==> src/hw/rtl/iaf_pkg.sv <==
// ----------------------------------------------------------------------------
// iaf_pkg
// Types, constants and helper functions for the integer to ASCII formatter.
// ----------------------------------------------------------------------------
package iaf_pkg;

   localparam int VAL_W   = 32;                 // operand width
   localparam int DIG_N   = 10;                 // decimal digits of a 32-bit value
   localparam int DIG_W   = 4 * DIG_N;          // packed BCD / nibble vector
   localparam int DBITS   = 4;                  // operand bits shifted in per stage
   localparam int DSTAGES = VAL_W / DBITS;      // shift-add-3 stages
   localparam int QDEPTH  = 16;                 // converted-request queue depth
   localparam int QPTR_W  = $clog2(QDEPTH);
   localparam int QCNT_W  = $clog2(QDEPTH + 1);
   localparam int CHR_W   = 8;
   localparam int CNT_W   = 4;                  // character count / index width

   typedef enum logic [1:0] {
      FMT_SDEC = 2'd0,
      FMT_UDEC = 2'd1,
      FMT_LHEX = 2'd2,
      FMT_UHEX = 2'd3
   } fmt_type;

   localparam logic [CHR_W-1:0] CHAR_MINUS = 8'h2D;

   // index 0 holds '0'
   localparam logic [15:0][CHR_W-1:0] LOWER_SET = "fedcba9876543210";
   localparam logic [15:0][CHR_W-1:0] UPPER_SET = "FEDCBA9876543210";

   // one converted request waiting for the serialiser
   typedef struct packed {
      logic [DIG_W-1:0] dig;     // digit nibbles, least significant at bit 0
      logic [CNT_W-1:0] ndig;    // significant digits, at least 1
      logic             neg;     // leading minus sign
      logic             upper;   // uppercase hex letters
   } conv_type;

   // one shift-add-3 step: correct every BCD digit, then shift in a bit
   function automatic logic [DIG_W-1:0] dabble_step(input logic [DIG_W-1:0] bcd,
                                                     input logic            b);
      logic [DIG_W-1:0] t;
      t = bcd;
      for (int j = 0; j < DIG_N; j++) begin
         if (t[4*j +: 4] >= 4'd5) begin
            t[4*j +: 4] = t[4*j +: 4] + 4'd3;
         end
      end
      return {t[DIG_W-2:0], b};
   endfunction

   // position of the highest non-zero nibble plus one; zero gives 1
   function automatic logic [CNT_W-1:0] count_digits(input logic [DIG_W-1:0] dig);
      logic [CNT_W-1:0] n;
      n = CNT_W'(1);
      for (int j = 1; j < DIG_N; j++) begin
         if (dig[4*j +: 4] != 4'd0) begin
            n = CNT_W'(j + 1);
         end
      end
      return n;
   endfunction

   function automatic logic [CHR_W-1:0] digit_char(input logic [3:0] d,
                                                    input logic       upper);
      logic [CHR_W-1:0] c;
      c = upper ? UPPER_SET[d] : LOWER_SET[d];
      return c;
   endfunction

endpackage

==> src/hw/rtl/integer_to_ascii_formatter_core.sv <==
// ----------------------------------------------------------------------------
// integer_to_ascii_formatter_core
// Converts a 32-bit value to signed/unsigned decimal or hex ASCII text and
// sends it one character per cycle, most significant character first.
// ----------------------------------------------------------------------------
//  channel   ports                                    handshake
//  --------  ---------------------------------------  -------------------------
//  request   req_cmd[1:0], req_value[31:0]            start high, busy low
//  response  rsp_char_code[7:0], rsp_last_char,        rsp_strobe, one cycle,
//            rsp_char_total[3:0]                      no back-pressure
//
//  A request yields 1 to 11 characters, all sent through the single
//  character output; new requests are accepted while earlier text is still
//  being sent.
//  Conversion runs in an 11-stage pipeline (input, sign, 8 shift-add-3 stages,
//  queue write) feeding a 16-entry queue; busy rises when 16 requests are in
//  the pipeline or queue. Synchronous reset empties pipeline, queue and output.
// ----------------------------------------------------------------------------
module integer_to_ascii_formatter_core
   import iaf_pkg::*;
(
   input  logic             clock,
   input  logic             reset,
   input  logic             start,
   output logic             busy,
   input  logic [1:0]       req_cmd,
   input  logic [VAL_W-1:0] req_value,
   output logic             rsp_strobe,
   output logic [CHR_W-1:0] rsp_char_code,
   output logic             rsp_last_char,
   output logic [CNT_W-1:0] rsp_char_total
);

   logic accept;
   logic pop;

   // ---------------- input stage ----------------
   logic             in_vld_ff;
   logic [1:0]       in_cmd_ff;
   logic [VAL_W-1:0] in_value_ff;

   assign accept = start && !busy;

   always_ff @(posedge clock) begin
      if (reset) begin
         in_vld_ff <= 1'b0;
      end else begin
         in_vld_ff <= accept;
      end
      in_cmd_ff   <= req_cmd;
      in_value_ff <= req_value;
   end

   // ---------------- conversion pipeline ----------------
   // index 0: magnitude and sign; 1..DSTAGES: shift-add-3 stages
   logic             p_vld_ff [DSTAGES+1];
   logic [1:0]       p_cmd_ff [DSTAGES+1];
   logic [VAL_W-1:0] p_val_ff [DSTAGES+1];
   logic [DIG_W-1:0] p_bcd_ff [DSTAGES+1];
   logic             p_neg_ff [DSTAGES+1];

   logic             sgn_neg_in;
   logic [VAL_W-1:0] sgn_mag_in;

   always_comb begin
      sgn_neg_in = (in_cmd_ff == FMT_SDEC) && in_value_ff[VAL_W-1];
      sgn_mag_in = sgn_neg_in ? (~in_value_ff + VAL_W'(1)) : in_value_ff;
   end

   always_ff @(posedge clock) begin
      if (reset) begin
         p_vld_ff[0] <= 1'b0;
      end else begin
         p_vld_ff[0] <= in_vld_ff;
      end
      p_cmd_ff[0] <= in_cmd_ff;
      p_val_ff[0] <= sgn_mag_in;
      p_bcd_ff[0] <= '0;
      p_neg_ff[0] <= sgn_neg_in;
   end

   for (genvar i = 0; i < DSTAGES; i++) begin : g_dab
      logic [DIG_W-1:0] bcd_in;

      always_comb begin
         bcd_in = p_bcd_ff[i];
         for (int j = 0; j < DBITS; j++) begin
            bcd_in = dabble_step(bcd_in, p_val_ff[i][VAL_W-1-i*DBITS-j]);
         end
      end

      always_ff @(posedge clock) begin
         if (reset) begin
            p_vld_ff[i+1] <= 1'b0;
         end else begin
            p_vld_ff[i+1] <= p_vld_ff[i];
         end
         p_cmd_ff[i+1] <= p_cmd_ff[i];
         p_val_ff[i+1] <= p_val_ff[i];
         p_bcd_ff[i+1] <= bcd_in;
         p_neg_ff[i+1] <= p_neg_ff[i];
      end
   end

   // ---------------- queue ----------------
   conv_type          q_wr;
   conv_type          q_mem_ff [QDEPTH];
   logic [QPTR_W-1:0] q_wptr_ff, q_rptr_ff;
   logic [QCNT_W-1:0] q_cnt_ff;
   logic [QCNT_W-1:0] occ_ff, occ_in;
   logic              q_push;
   logic              is_hex;

   always_comb begin
      is_hex       = (p_cmd_ff[DSTAGES] == FMT_LHEX) || (p_cmd_ff[DSTAGES] == FMT_UHEX);
      q_wr.dig     = is_hex ? {{(DIG_W-VAL_W){1'b0}}, p_val_ff[DSTAGES]}
                            : p_bcd_ff[DSTAGES];
      q_wr.ndig    = count_digits(q_wr.dig);
      q_wr.neg     = p_neg_ff[DSTAGES];
      q_wr.upper   = (p_cmd_ff[DSTAGES] == FMT_UHEX);
      q_push       = p_vld_ff[DSTAGES];
   end

   always_ff @(posedge clock) begin
      if (q_push) begin
         q_mem_ff[q_wptr_ff] <= q_wr;
      end
   end

   // occupancy covers the pipeline and the queue, so the queue never overflows
   always_comb begin
      occ_in = occ_ff;
      if (accept && !pop) begin
         occ_in = occ_ff + QCNT_W'(1);
      end else if (!accept && pop) begin
         occ_in = occ_ff - QCNT_W'(1);
      end
   end

   assign busy = (occ_ff == QCNT_W'(QDEPTH));

   always_ff @(posedge clock) begin
      if (reset) begin
         q_wptr_ff <= '0;
         q_rptr_ff <= '0;
         q_cnt_ff  <= '0;
         occ_ff    <= '0;
      end else begin
         occ_ff <= occ_in;
         if (q_push) begin
            q_wptr_ff <= q_wptr_ff + QPTR_W'(1);
         end
         if (pop) begin
            q_rptr_ff <= q_rptr_ff + QPTR_W'(1);
         end
         if (q_push && !pop) begin
            q_cnt_ff <= q_cnt_ff + QCNT_W'(1);
         end else if (!q_push && pop) begin
            q_cnt_ff <= q_cnt_ff - QCNT_W'(1);
         end
      end
   end

   // ---------------- serialiser ----------------
   conv_type         ser_ff;
   logic             ser_act_ff;
   logic [CNT_W-1:0] ser_pos_ff;
   logic [CNT_W-1:0] ser_total;
   logic [CNT_W-1:0] ser_idx;
   logic             ser_last;
   logic [CHR_W-1:0] ser_char;

   logic             rsp_strobe_ff;
   logic [CHR_W-1:0] rsp_char_code_ff;
   logic             rsp_last_char_ff;
   logic [CNT_W-1:0] rsp_char_total_ff;

   always_comb begin
      ser_total = ser_ff.ndig + CNT_W'(ser_ff.neg);
      ser_last  = ser_act_ff && (ser_pos_ff == ser_total - CNT_W'(1));
      ser_idx   = ser_ff.ndig - CNT_W'(1) - (ser_pos_ff - CNT_W'(ser_ff.neg));
      if (ser_ff.neg && (ser_pos_ff == '0)) begin
         ser_char = CHAR_MINUS;
      end else begin
         ser_char = digit_char(ser_ff.dig[4*ser_idx +: 4], ser_ff.upper);
      end
      pop = (q_cnt_ff != '0) && (!ser_act_ff || ser_last);
   end

   always_ff @(posedge clock) begin
      if (reset) begin
         ser_act_ff    <= 1'b0;
         rsp_strobe_ff <= 1'b0;
      end else begin
         rsp_strobe_ff <= ser_act_ff;
         if (pop) begin
            ser_act_ff <= 1'b1;
         end else if (ser_last) begin
            ser_act_ff <= 1'b0;
         end
      end
      if (pop) begin
         ser_ff     <= q_mem_ff[q_rptr_ff];
         ser_pos_ff <= '0;
      end else begin
         ser_pos_ff <= ser_pos_ff + CNT_W'(1);
      end
      rsp_char_code_ff  <= ser_char;
      rsp_last_char_ff  <= ser_last;
      rsp_char_total_ff <= ser_last ? ser_total : '0;
   end

   assign rsp_strobe     = rsp_strobe_ff;
   assign rsp_char_code  = rsp_char_code_ff;
   assign rsp_last_char  = rsp_last_char_ff;
   assign rsp_char_total = rsp_char_total_ff;

endmodule

==> config.mk <==
export PLATFORM = sky130hd
export DESIGN_NAME = integer_to_ascii_formatter_core
export DESIGN_NICKNAME = d
export VERILOG_FILES = /design/src/hw/rtl/iaf_pkg.sv /design/src/hw/rtl/integer_to_ascii_formatter_core.sv
export SDC_FILE = /design/constraint.sdc
export NUM_CORES = 2
export LEC_CHECK = 0
export ABC_AREA = 0
export BUFFER_PORTS_ARGS = -buffer_cell sky130_fd_sc_hd__buf_4
export CELL_PAD_IN_SITES_DETAIL_PLACEMENT = 0
export CELL_PAD_IN_SITES_GLOBAL_PLACEMENT = 2
export CORE_MARGIN = 8
export CORE_UTILIZATION = 28
export CTS_CLUSTER_DIAMETER = 60
export DETAILED_ROUTE_END_ITERATION = 12
export HOLD_SLACK_MARGIN = 0.15
export PLACE_DENSITY_LB_ADDON = 0.1
export SKIP_LAST_GASP = 1
export SLEW_MARGIN = 5
export SYNTH_ARGS = -nofsm -noshare
export SYNTH_HDL_FRONTEND = slang
export SYNTH_SLANG_ARGS = --single-unit
==> constraint.sdc <==
create_clock -name clock -period 9.95 [get_ports clock]
set_input_delay 0.4975 -clock clock [delete_from_list [all_inputs] [get_ports clock]]
set_output_delay 0.4975 -clock clock [all_outputs]
set_load 0.02 [all_outputs]
# Word-level counts from Yosys, hierarchy flattened
# Memories as Yosys holds them, arrays and structs flattened. A register that Yosys moved wholly into a read port is not among the register bits.
# Cells that the tools add are included.
[op_classes]
muxes = 354
reduce_logical = 31
order_cmp = 321
shifts = 1
n_eq_ne = 4
add_sub_neg = 333
bitwise = 10
[ops]
columns = ["cell", "n"]
rows = [
  ["greater-or-equal comparator 4 x 3 -> 1 bit (second input constant)", 320],
  ["two-way mux 4 bit", 296],
  ["adder 4 x 2 -> 4 bit (second input constant)", 288],
  ["adder 3 x 2 -> 3 bit (second input constant)", 32],
  ["two-way mux 3 bit", 32],
  ["two-way mux 40 bit", 1],
  ["indexed part select 40 x 7 -> 4 bit", 1],
  ["nonzero test 4 bit", 9],
  ["adder 32 x 1 -> 32 bit (second input constant)", 1],
  ["two-way mux 32 bit", 1],
  ["NOT 32 bit", 1],
  ["two-way mux 8 bit", 3],
  ["two-way mux 5 bit", 4],
  ["two-way mux 1 bit", 16],
  ["adder 4 x 1 -> 4 bit (second input constant)", 3],
  ["adder 5 x 1 -> 5 bit (second input constant)", 2],
  ["subtractor 5 x 1 -> 5 bit (second input constant)", 2],
  ["logical AND 1 bit", 9],
  ["OR 1 bit", 9],
  ["subtractor 4 x 1 -> 4 bit (second input constant)", 2],
  ["nonzero test 2 bit", 3],
  ["equality test 5 bit (second input constant)", 1],
  ["logical NOT 1 bit", 5],
  ["less-than comparator 4 x 5 -> 1 bit (second input constant)", 1],
  ["other kinds (10)", 12],
]
[word_totals]
regBits = 72
ramBits = 1420
mem_count = 8
output_inout_bits = 15
mem_bits_ro = 256
[mem_list]
columns = ["memory", "words", "word_bits", "read_ports", "rd_ports_with_merged_regs", "wr", "line", "source"]
rows = [
  ["q_mem_ff", 16, 46, 1, 1, 1, "integer_to_ascii_formatter_core.sv:107", "conv_type q_mem_ff [QDEPTH];"],
  ["p_bcd_ff", 9, 40, 9, 0, 9, "integer_to_ascii_formatter_core.sv:59", "logic [DIG_W-1:0] p_bcd_ff [DSTAGES+1];"],
  ["p_val_ff", 9, 32, 9, 0, 9, "integer_to_ascii_formatter_core.sv:58", "logic [VAL_W-1:0] p_val_ff [DSTAGES+1];"],
  ["(name not given)", 16, 8, 1, 0, 0, "iaf_pkg.sv:67", "c = upper ? UPPER_SET[d] : LOWER_SET[d];"],
  ["(name not given)", 16, 8, 1, 0, 0, "iaf_pkg.sv:67", ""],
  ["p_cmd_ff", 9, 2, 9, 0, 9, "integer_to_ascii_formatter_core.sv:57", "logic [1:0] p_cmd_ff [DSTAGES+1];"],
  ["2 more memories", "--", "--", "--", "--", "--", "--", ""],
]

# Depth between registers and ports, before layout
[logic_depth]
ltp_word = 13
ltp_mapped = 20
mapped_depth_nobuf = 20

# Worst setup path after synthesis
# Ideal clock, no wire load.
[synth_timing]
path_type = "register to register"
startpoint = "reg ser_ff[1] (netlist name)"
endpoint = "reg q_cnt_ff[4]"
stages_incl_launch_ff = 16
slack_ns = 4.878
required_time_ns = 9.879
arrival_time_ns = 5.001
period_less_slack_ns = 5.072
cell_sequence = "edfxtp_1 -> inv_1 -> fa_1 -> clkbuf_1 -> buf_2 -> nand4b_1 -> a21oi_2 -> inv_1 -> ha_1 -> inv_1 -> ha_1 -> a21o_1 -> a21oi_1 -> xnor2_1 -> or3_1 -> a21oi_1"
[synth_via]
elab_chain_cells = 9
elab_cells_between_ends = 11
cone_classes = "2 x add/sub; 1 x eq/ne; 1 x mux; 7 x reduce/logical"
[synth_rtl]
columns = ["element", "line", "source"]
rows = [
  ["adder 4 x 1 -> 4 bit *", "integer_to_ascii_formatter_core.sv:179", "ser_total = ser_ff.ndig + CNT_W'(ser_ff.neg);"],
  ["subtractor 4 x 1 -> 4 bit *", "integer_to_ascii_formatter_core.sv:180", "ser_last = ser_act_ff && (ser_pos_ff == ser_total - CNT_W'(1));"],
  ["equality test 4 bit *", "integer_to_ascii_formatter_core.sv:180", ""],
  ["logical AND 1 bit *", "integer_to_ascii_formatter_core.sv:180", ""],
  ["logical OR 1 bit *", "integer_to_ascii_formatter_core.sv:187", "pop = (q_cnt_ff != '0) && (!ser_act_ff || ser_last);"],
  ["logical AND 1 bit *", "integer_to_ascii_formatter_core.sv:187", ""],
  ["net pop", "integer_to_ascii_formatter_core.sv:35", "logic pop;"],
  ["logical NOT 1 bit", "integer_to_ascii_formatter_core.sv:156", "if (q_push && !pop) begin"],
  ["logical AND 1 bit", "integer_to_ascii_formatter_core.sv:156", ""],
  ["two-way mux 5 bit or nonzero test 2 bit (tied branches)", "--", ""],
  ["end signal: assignment", "integer_to_ascii_formatter_core.sv:157", "q_cnt_ff <= q_cnt_ff + QCNT_W'(1);"],
  ["end signal: assignment", "integer_to_ascii_formatter_core.sv:159", "q_cnt_ff <= q_cnt_ff - QCNT_W'(1);"],
  ["end: declaration", "integer_to_ascii_formatter_core.sv:109", "logic [QCNT_W-1:0] q_cnt_ff;"],
]
# The timed path passes the listed nets; every way through them passes the cells marked *.
# A chain may end at the register's enable or synchronous reset.

# Worst setup path after layout
[layout_timing]
startpoint = "reg ser_ff[1] (netlist name)"
endpoint = "reg occ_ff[4]"
[layout_via]
elab_chain_cells = 9
elab_cells_between_ends = 11
cone_classes = "2 x add/sub; 1 x eq/ne; 1 x mux; 7 x reduce/logical"
[layout_rtl]
columns = ["element", "line", "source"]
rows = [
  ["adder 4 x 1 -> 4 bit *", "integer_to_ascii_formatter_core.sv:179", ""],
  ["net ser_total[1]", "integer_to_ascii_formatter_core.sv:168", "logic [CNT_W-1:0] ser_total;"],
  ["subtractor 4 x 1 -> 4 bit *", "integer_to_ascii_formatter_core.sv:180", ""],
  ["equality test 4 bit *", "integer_to_ascii_formatter_core.sv:180", ""],
  ["logical AND 1 bit *", "integer_to_ascii_formatter_core.sv:180", ""],
  ["logical OR 1 bit *", "integer_to_ascii_formatter_core.sv:187", ""],
  ["logical AND 1 bit *", "integer_to_ascii_formatter_core.sv:187", ""],
  ["net pop", "integer_to_ascii_formatter_core.sv:35", ""],
  ["logical NOT 1 bit", "integer_to_ascii_formatter_core.sv:133", "if (accept && !pop) begin"],
  ["logical AND 1 bit", "integer_to_ascii_formatter_core.sv:133", ""],
  ["two-way mux 5 bit or nonzero test 2 bit (tied branches)", "--", ""],
  ["end signal: assignment", "integer_to_ascii_formatter_core.sv:149", "occ_ff <= occ_in;"],
  ["end: declaration", "integer_to_ascii_formatter_core.sv:110", "logic [QCNT_W-1:0] occ_ff, occ_in;"],
]
# Marked as above.

==> flow_summary.toml <==
[run_status]
status = "finished, final reports clean"

[timing]
whs_ps = 306.1
fin_crit_ps = 4533
finalCritPeriodShare = 0.4556
slew_violations = 0
skew_ps = 38.08
setup_viol = 0
max_freq_mhz = 220.6
tightest_slew_ps = 1178
relSlewSlack = 0.2130
setup_tns_ps = 0
final_hold_viol_count = 0
rsz0062_at_grt = "no"

[critical_path]
crit_family = "adder cells"
reg2reg_depth = 18
cp_max_fo = 55
worstReg2RegEnd = "occ_ff[4]"
r2r-start = "ser_ff[1]"
cp-end-kind = "register"
crit_path_frequent_cell = "ha_1"
path_class = "register to register"
reg2reg_slack_ps = 5420
worstPathRequired_ps = 10690
critPathBufInv = 4
path_cells = "ha_1, ha_1, inv_1, ha_1, xor2_1, a21oi_1, nand4b_1, a21oi_4, buf_4, inv_1, ha_1, inv_1, ha_1, a21o_1, a21oi_1, xnor2_1, or3_1, a21oi_1"
crit_slowest_cell = "buf_4"
critical_path_arrival_ps = 5280
cpPeakStageDelay_ps = 660
start_kind = "register"

[synthesis]
ys_types = 99
async_flop_share = 0
synth-main-ff-cell = "edfxtp_1"
ys_seq_area_frac = 0.5743
syn_area_sq_um = 60830
syn_inst = 5083
synth_seq_cells = 1354
syn-mean-instance-area_sq_um = 11.97
syn_nets = 5285
synth_edf_count = 782
synth_warnings = 0

[min_path]
hold_depth = 0
min_from = "p_val_ff[0][155]"
hold_path_end = "p_val_ff[0][187]"
holdCritPathClass = "register to register"

[floorplan]
die-area_sq_um = 232400
die-height_um = 482.1
die_x_um = 482.1
initial_utilization = 0.2809
coreArea_sq_um = 216500
ios = 52
rows = 171

[drt]
via_per_inst = 4.814
vias = 39538
drc_errors = 0
first_pass_iters = 5
postRouteAntennaNets = 0
drtIter0Drc = 2163
wirelength_mm = 159.2
routedWlPerCell_um = 19.38

[cts]
clock_latency_ps = 790
ctsRootBufferMaster = "clkbuf_16"
ctsHoldBuffers = 36
ctsLongestPathBuffers = 3
cts-resized-gates = 0
htree_levels = 4
clock_sinks = 1354
clk_pin_slew_ps = 60
numCtsBuffers = 168
cts_tree = "done"
post_cts_buffers = 0

[layout]
final_area_sq_um = 70740
final_util = 0.3267
fin_nets = 5414
layout.cells.most_common = "edfxtp_1"
area_delta_synth_final_pct = 16.29
drive_gt1_frac = 0.1325
final_cell_mix = "edfxtp_1, dfxtp_1, o21ai_0, a21oi_1, nand2_1"
diodes = 0

[grt]
grt_max_degree = 87
grt.overflow.total = 0
grt_pass1_vias = 39773
grt_use_total = 0.1341
antenna_found_initial = 1
grt_pass1_wl_mm = 244.4

[placed_design]
place_area_sq_um = 64570
portBuffers = 50
hpwl_mm = 97.81
gp_congestion = 0.7189

[run]
max-cap-violations = 0
-- state kept, by name, summed over array words and instances (netlist names), 2 cells and up --
name,count
p_neg_ff,9
p_bcd_ff,177
p_cmd_ff,18
rsp_char_code,7
in_value_ff,32
in_cmd_ff,2
q_wptr_ff,4
occ_ff,5
ser_ff,46
q_rptr_ff,4
p_val_ff,288
q_cnt_ff,5
q_mem_ff,736
p_vld_ff,9
rsp_char_total,4
ser_pos_ff,4
-- how the worst max path moves through the flow --
| stage | start | endpoint | slack (ps) | cells after the start |
|---|---|---|---|---|
| detailed placement | ser_ff[1] | occ_ff[4] | 5360 | 18 |
| global route | p_val_ff[0][200] | p_bcd_ff[0][286] | 4940 | 17 |
| finish | ser_ff[1] | occ_ff[4] | 5420 | 18 |
| global placement | ser_ff[1] | q_cnt_ff[4] | 5320 | 18 |
| CTS | ser_ff[1] | occ_ff[4] | 5340 | 18 |
| floorplan | ser_ff[1] | q_cnt_ff[4] | 4880 | 15 |
-- per-stage QoR --
stage | cells | setup WS [ps]
after detailed placement | 7860 | 5360
after floorplan | 5083 | 4878
after global placement | 7860 | 5321
after CTS | 8213 | 5338
after global routing | 8213 | 4936
final | 8213 | 5417
-- area by class of cell --
class / instances / area, sq um
Timing Repair Buffer: 149 / 1234
Fill cell: 21608 / 145800
Tap cell: 2854 / 3571
Clock buffer: 203 / 4436
Clock inverter: 114 / 1371
Sequential cell: 1354 / 34950
Multi-Input combinational cell: 3335 / 24410
Inverter: 204 / 765.7
-- cells in the mapped netlist, drive strengths merged (12+ instances only) --
library cell,number,area share
buf,32,0.0026
edfxtp,782,0.39
o22ai,44,0.0045
clkbuf,158,0.0098
a211oi,50,0.0062
o21ai,397,0.033
mux4,100,0.037
inv,203,0.013
o21a,38,0.0047
nor3b,43,0.0053
and3,12,0.0012
and2,48,0.0050
a211o,13,0.0019
or3,25,0.0027
o21bai,15,0.0019
xor2,45,0.0065
or2,18,0.0019
dfxtp,572,0.19
a21oi,379,0.032
a21boi,16,0.0020
a31oi,71,0.0075
a22o,18,0.0026
a221oi,60,0.0086
ha,161,0.033
nor2,280,0.017
a22oi,67,0.0083
mux2,144,0.027
nor3,78,0.0064
o221ai,12,0.0017
nand2,280,0.017
nand2b,83,0.0085
xnor2,155,0.022
nor4,21,0.0022
a31o,16,0.0023
mux2i,232,0.038
nand3,73,0.0060
nor2b,53,0.0055
o31ai,21,0.0028
a21o,46,0.0057
o211ai,33,0.0041
-- layer usage --
layer | share of wire | wire (um) | track usage
met1 | 0.46 | 72920 | 0.1736
met2 | 0.49 | 78520 | 0.2351
met3 | 0.030 | 4853 | 0.02153
met4 | 0.018 | 2886 | 0.03040
met5 | 0 | 0 | 0
-- cells by family after synthesis --
| family | Yosys count | share of synthesized area |
|---|---|---|
| other | 1 | 0.00006165 |
| DFF | 1354 | 0.5743 |
| muxes | 476 | 0.1021 |
| xor gates and xnor gates | 200 | 0.02892 |
| adders and majority gates | 170 | 0.03526 |
| buffers and inverters | 394 | 0.02497 |
| AOI/OAI and AO/OA | 1430 | 0.1495 |
| and+or+nand+nor | 1058 | 0.08483 |
Power is not shown: default switching activity piles up to over one toggle a cycle in this logic, so the estimate is an artifact.
